### config.mk
export PLATFORM = sky130hd
export DESIGN_NAME = ptik_isqrt
export DESIGN_NICKNAME = d
export VERILOG_FILES = /design/src/rtl/core/ptik_pkg.sv /design/src/rtl/core/ptik_isqrt.sv
export SDC_FILE = /design/constraint.sdc
export NUM_CORES = 2
export LEC_CHECK = 0
export BUFFER_PORTS_ARGS = -buffer_cell sky130_fd_sc_hd__clkbuf_2
export CAP_MARGIN = 20
export CELL_PAD_IN_SITES_DETAIL_PLACEMENT = 1
export CELL_PAD_IN_SITES_GLOBAL_PLACEMENT = 2
export CORE_UTILIZATION = 31
export CTS_CLUSTER_DIAMETER = 40
export CTS_CLUSTER_SIZE = 28
export DETAILED_ROUTE_END_ITERATION = 10
export PLACE_DENSITY = 0.7
export SYNTH_ARGS = -nofsm -noshare
export SYNTH_HDL_FRONTEND = slang
export SYNTH_SLANG_ARGS = --single-unit
export TNS_END_PERCENT = 100
### constraint.sdc
create_clock -name clock -period 3.67 [get_ports clock]
set_clock_uncertainty 0.2 [all_clocks]
set_input_delay 0.5505 -clock clock [delete_from_list [all_inputs] [get_ports clock]]
set_output_delay 0.5505 -clock clock [all_outputs]
set_load 0.05 [all_outputs]
### src/rtl/core/ptik_pkg.sv
// ----------------------------------------------------------------------------
// ptik_pkg
// Shared types, fixed-point constants and helpers for the platform tilt
// inverse kinematics pipeline (Q.30 intermediate format).
// ----------------------------------------------------------------------------
package ptik_pkg;

   localparam int QF            = 30;   // fraction bits of intermediates
   localparam int MUL_W         = 36;   // width of Q.30 operands
   localparam int WIDE_W        = 64;   // width of squares and root argument
   localparam int ROOT_W        = 32;   // root bits, one per root stage
   localparam int ATAN_IN_W     = 40;   // width of atan numerator and denominator
   localparam int ATAN_W        = 54;   // width of the vectoring datapath
   localparam int SHIFT_W       = 6;    // width of the normalize shift count
   localparam int NORM_MSB      = 50;   // normalize until a value reaches 2^50
   localparam int ANG_W         = 15;   // result angle width
   localparam int TILT_W        = 16;   // input angle width
   localparam int ARC_N         = 32;   // entries of the arctangent table
   localparam int AFB_DEFAULT   = 13;
   localparam int STEPS_DEFAULT = 16;

   typedef logic signed [MUL_W-1:0]     mval_type;
   typedef logic signed [WIDE_W-1:0]    wide_type;
   typedef logic signed [ATAN_IN_W-1:0] ain_type;
   typedef logic signed [ATAN_W-1:0]    atw_type;

   localparam mval_type Q_PI      = 36'sd3373259426;
   localparam mval_type Q_TWO_PI  = 36'sd6746518852;
   localparam mval_type Q_HALF_PI = 36'sd1686629713;
   localparam mval_type Q_GAIN    = 36'sd652032874;
   localparam mval_type Q_SQRT3   = 36'sd1859775393;
   localparam mval_type K_00125   = 36'sd1342177;
   localparam mval_type K_00325   = 36'sd3489661;
   localparam mval_type K_0025    = 36'sd2684355;
   localparam mval_type K_002975  = 36'sd3194382;
   localparam mval_type K_004225  = 36'sd4536559;
   localparam mval_type K_005     = 36'sd53687091;
   localparam mval_type K_013     = 36'sd139586437;
   localparam mval_type K_001     = 36'sd10737418;
   localparam mval_type K_0013    = 36'sd13958644;
   localparam mval_type K_0119    = 36'sd12777528;
   localparam mval_type K_0169    = 36'sd18146237;
   localparam mval_type K_01      = 36'sd107374182;

   // atan(2^-i) in Q.30
   localparam mval_type ARC_TAB [ARC_N] = '{
      36'sh03243F6A8, 36'sh01DAC6705, 36'sh00FADBAFC, 36'sh007F56EA6,
      36'sh003FEAB76, 36'sh001FFD55B, 36'sh000FFFAAA, 36'sh0007FFF55,
      36'sh0003FFFEA, 36'sh0001FFFFD, 36'sh0000FFFFF, 36'sh00007FFFF,
      36'sh00003FFFF, 36'sh00001FFFF, 36'sh00000FFFF, 36'sh000007FFF,
      36'sh000003FFF, 36'sh000001FFF, 36'sh000000FFF, 36'sh0000007FF,
      36'sh0000003FF, 36'sh0000001FF, 36'sh0000000FF, 36'sh00000007F,
      36'sh00000003F, 36'sh00000001F, 36'sh00000000F, 36'sh000000008,
      36'sh000000004, 36'sh000000002, 36'sh000000001, 36'sh000000000
   };

   // Q.30 product, rounded to nearest with ties toward +infinity
   function automatic mval_type qmul(input mval_type a, input mval_type b);
      logic signed [2*MUL_W-1:0] p;
      p = a * b;
      p = p + ((2*MUL_W)'(64'sd1 <<< (QF - 1)));
      p = p >>> QF;
      return p[MUL_W-1:0];
   endfunction

   // exact square, 60 fraction bits
   function automatic wide_type sqr(input mval_type a);
      logic signed [2*MUL_W-1:0] p;
      p = a * a;
      return p[WIDE_W-1:0];
   endfunction

   // position of the highest set bit
   function automatic logic [SHIFT_W-1:0] msb_pos(input logic [ATAN_IN_W-1:0] v);
      logic [SHIFT_W-1:0] r;
      r = '0;
      for (int i = 0; i < ATAN_IN_W; i++) begin
         if (v[i]) begin
            r = SHIFT_W'(i);
         end
      end
      return r;
   endfunction

endpackage

### src/rtl/core/ptik_isqrt.sv
// ----------------------------------------------------------------------------
// ptik_isqrt
// Pipelined truncating integer square root, one result bit per stage.
// ----------------------------------------------------------------------------
module ptik_isqrt (
   input  logic                               clock,
   input  logic                               en,
   input  logic [ptik_pkg::WIDE_W-1:0]        arg,
   output logic [ptik_pkg::ROOT_W-1:0]        root
);

   localparam int N = ptik_pkg::ROOT_W;
   localparam int W = ptik_pkg::WIDE_W;

   logic [W-1:0] v_ff [N];
   logic [W-1:0] r_ff [N];
   logic [W-1:0] v_in [N];
   logic [W-1:0] r_in [N];

   always_comb begin
      for (int i = 0; i < N; i++) begin
         logic [W-1:0] vp;
         logic [W-1:0] rp;
         logic [W-1:0] bitv;
         vp   = (i == 0) ? arg : v_ff[(i == 0) ? 0 : i-1];
         rp   = (i == 0) ? '0  : r_ff[(i == 0) ? 0 : i-1];
         bitv = W'(1) << (W - 2 - 2*i);
         if (vp >= rp + bitv) begin
            v_in[i] = vp - (rp + bitv);
            r_in[i] = (rp >> 1) + bitv;
         end else begin
            v_in[i] = vp;
            r_in[i] = rp >> 1;
         end
      end
   end

   always_ff @(posedge clock) begin
      if (en) begin
         for (int i = 0; i < N; i++) begin
            v_ff[i] <= v_in[i];
            r_ff[i] <= r_in[i];
         end
      end
   end

   assign root = r_ff[N-1][N-1:0];

endmodule

==> run_results.csv <==
group,metric,value,unit
floorplanning,die_x,627,microns
global_routing,grt_max_degree,109,
finish,design_area,155000,sq um
power_and_ir_drop,leakage,0.0595,uW
sta,tightest_slew,0.903,ns
global_routing,grt_overflow_total,0,
floorplanning,die_area,393000,sq um
clock_network,clk_pin_slew,0.06,ns
job,maxCapViolations,0,
sta,setup_ws,-0.0613,ns
worst_setup_path,crit_path_start_kind,"flip-flop",
finish,layout_commonest_cell,"edfxtp_1",
sta,fmax,268,MHz
routing,vias_per_cell,4.96,
worst_setup_path,slowest_delay,0.52,ns
power_and_ir_drop,ir_drop,0.494,mV
finish,drive_gt1_frac,0.225,
finish,fin_cells,16946,
global_routing,grt_pass1_wl,565000,microns
floorplanning,start_util,0.311,
clock_network,cts_buffers,393,
worst_setup_path,crit_path_end_kind,"flip-flop",
outcome,failed_checks,"design-rule violations, negative setup slack",
global_routing,antenna_found_initial,3,
logic_synthesis,syn_area_per_cell,12.5,sq um
floorplanning,std_cell_rows,229,
sta,finalWorstPathRequiredPeriod,3.73,ns
logic_synthesis,syn_area,121000,sq um
logic_synthesis,async_flop_share,0,
routing,drtIter0Drc,4222,
global_routing,track_usage,0.188,
power_and_ir_drop,powerDensity,659,nW/um^2
worst_setup_path,crit_type,"reg -> reg",
worst_setup_path,crit_chain,"nor2_1 -> nand4bb_1 -> or4_4 -> or3_4 -> or3_4 -> a211oi_4 -> buf_4 -> a2111o_1 -> buf_6 -> nor3_2 -> xor2_1",
logic_synthesis,synth_seq_cells,2512,
finish,finalNetCount,12030,
logic_synthesis,synthFlopType,"edfxtp_1",
outcome,status,"finished, violations left",
sta,maxSlewViolCount,0,
routing,wl_per_cell,22.5,microns
placed_design,placed_cells,16026,
sta,hold_viol_final,0,
sta,max_slew_margin,0.398,
logic_synthesis,yosys.cell_types.count,93,
sta,setup_viol,7,
worst_setup_path,critical_path_required,4.15,ns
routing,ant_nets,0,
worst_setup_path,worst-path-buf-inv,2,
routing,num_vias,84092,
routing,wirelength,381000,microns
sta,rsz0062_at_grt,"yes",
finish,final_core_util,0.398,
min_path,hp-class,"in -> reg",
floorplanning,pin_count,98,
worst_setup_path,crit_top_cell,"or3_4",
clock_network,clock_path_buffers,4,
worst_setup_path,reg2reg_slack,-0.06,ns
routing,firstDrtPassIters,8,
logic_synthesis,synthCells,9683,
floorplanning,die_y,627,microns
logic_synthesis,ys.warnings.count,0,
sta,finalCritPeriodShare,1.02,
clock_network,ctsHtreeMaxLevel,5,
worst_setup_path,cpMaxStageDelayCell,"edfxtp_1",
finish,final_cell_mix,"edfxtp_1 (2512), buf_4 (1318), inv_1 (699)",
clock_network,ctsRootBufferMaster,"clkbuf_16",
clock_network,cts.sinks,2512,
worst_setup_path,cp_max_fo,4,
placed_design,place_area,137000,sq um
clock_network,cts_tree,"yes",
floorplanning,core,389000,sq um
sta,hold_ws,0.127,ns
routing,drc,52,
logic_synthesis,syn_nets,10307,
placed_design,gp_congestion,0.888,
worst_setup_path,critical-path-top-delay-family,"simple AND/OR/NAND/NOR gates",
placed_design,hpwlAfterDp,294000,microns
worst_setup_path,cp.arrival,4.21,ns
clock_network,clock_latency,0.96,ns
logic_synthesis,synth_edf_count,2512,
global_routing,grt_pass1_vias,90011,
placed_design,pre_cts_slack,-0.672,ns
finish,syn_to_final_growth,27.8,%
placed_design,portBuffers,97,
logic_synthesis,seq_area_frac_synth,0.623,
-- cell usage after synthesis, drive strengths merged, types with 42 or more instances --
| cell type | number | area [sq um] |
|---|---|---|
| xor2 | 391 | 3420 |
| o31ai | 45 | 338 |
| xnor2 | 500 | 4380 |
| nand2 | 642 | 2410 |
| o21a | 106 | 796 |
| o211ai | 42 | 329 |
| mux2 | 82 | 935 |
| nor4 | 350 | 2230 |
| o21bai | 56 | 420 |
| buf | 72 | 443 |
| or4 | 56 | 424 |
| a21oi | 634 | 3170 |
| a21o | 205 | 1540 |
| nor3 | 273 | 1390 |
| inv | 706 | 2650 |
| clkbuf | 161 | 604 |
| or3 | 91 | 569 |
| nand2b | 101 | 632 |
| nor4b | 46 | 403 |
| nor2 | 638 | 2400 |
| nand4 | 183 | 1140 |
| a211oi | 55 | 430 |
| edfxtp | 2512 | 75400 |
| nor2b | 72 | 450 |
| o21ai | 439 | 2200 |
| ha | 558 | 6980 |
| nand3 | 151 | 756 |
-- state kept, by name (all words and copies together), names as in the netlist --
signal	count
v_ff	1984
r_ff	528
-- through the flow --
stage	power, uW	TNS, ns
detailed placement	63300	-99.92
global route	106000	-4.72
CTS	102000	0
global placement	62800	-78.10
floorplan	51900	0
finish	102000	-0.216
-- area by class of cell --
class,count,area (sq um)
Clock buffer,426,10000
Sequential cell,2512,75400
Clock inverter,307,3580
Inverter,706,2660
Fill cell,41180,234000
Multi-Input combinational cell,6236,44100
Tap cell,5197,6500
Timing Repair Buffer,1557,12400
Antenna cell,5,12.5
-- cells by family (layout without fill, tap and decap cells) --
family,Yosys count,count (layout),synth area share
fa+ha+maj,558,558,0.0577
compound gates,1853,1856,0.0953
other cells,0,5,0
xor+xnor,891,891,0.0644
flops,2512,2512,0.623
buf+inv,939,2996,0.0305
mux,88,88,0.00821
simple gates,2842,2843,0.121
-- final timing paths --
check / from / endpoint / cells after the start
max: v_ff[1][439] / v_ff[1][493] / 11
min: arg[16] / v_ff[0][16] / 2
max reg2reg: v_ff[1][439] / v_ff[1][493] / 11
min reg2reg: r_ff[1][414] / r_ff[1][477] / 0
-- where the power goes --
group	switching [uW]	internal [uW]	total (uW)
sequential	3390	36500	39900
combinational	13500	10500	24100
clock	14900	23000	37900
total	31800	70100	102000
-- repair_timing --
| action | 4_1_cts | 5_1_grt |
|---|---|---|
| setup buffers | 49 | 63 |
| endpoints found under the hold margin | 79 | 0 |
| pin swaps | 34 | 102 |
| endpoints found under the setup margin | 496 | 437 |
| cloned | 5 | 4 |
| gates resized for setup | 158 | 299 |
| hold buffers | 66 | 0 |
-- per-layer routing --
metal  wire, microns  vias up  global-route usage
li1                -    39870                   -
met1          146000    42042               0.205
met2          205000     1452               0.364
met3           10500      728              0.0201
met4           18900        0              0.0826
met5               0        -                   0
No activity file was read; power rests on OpenSTA's default activity.
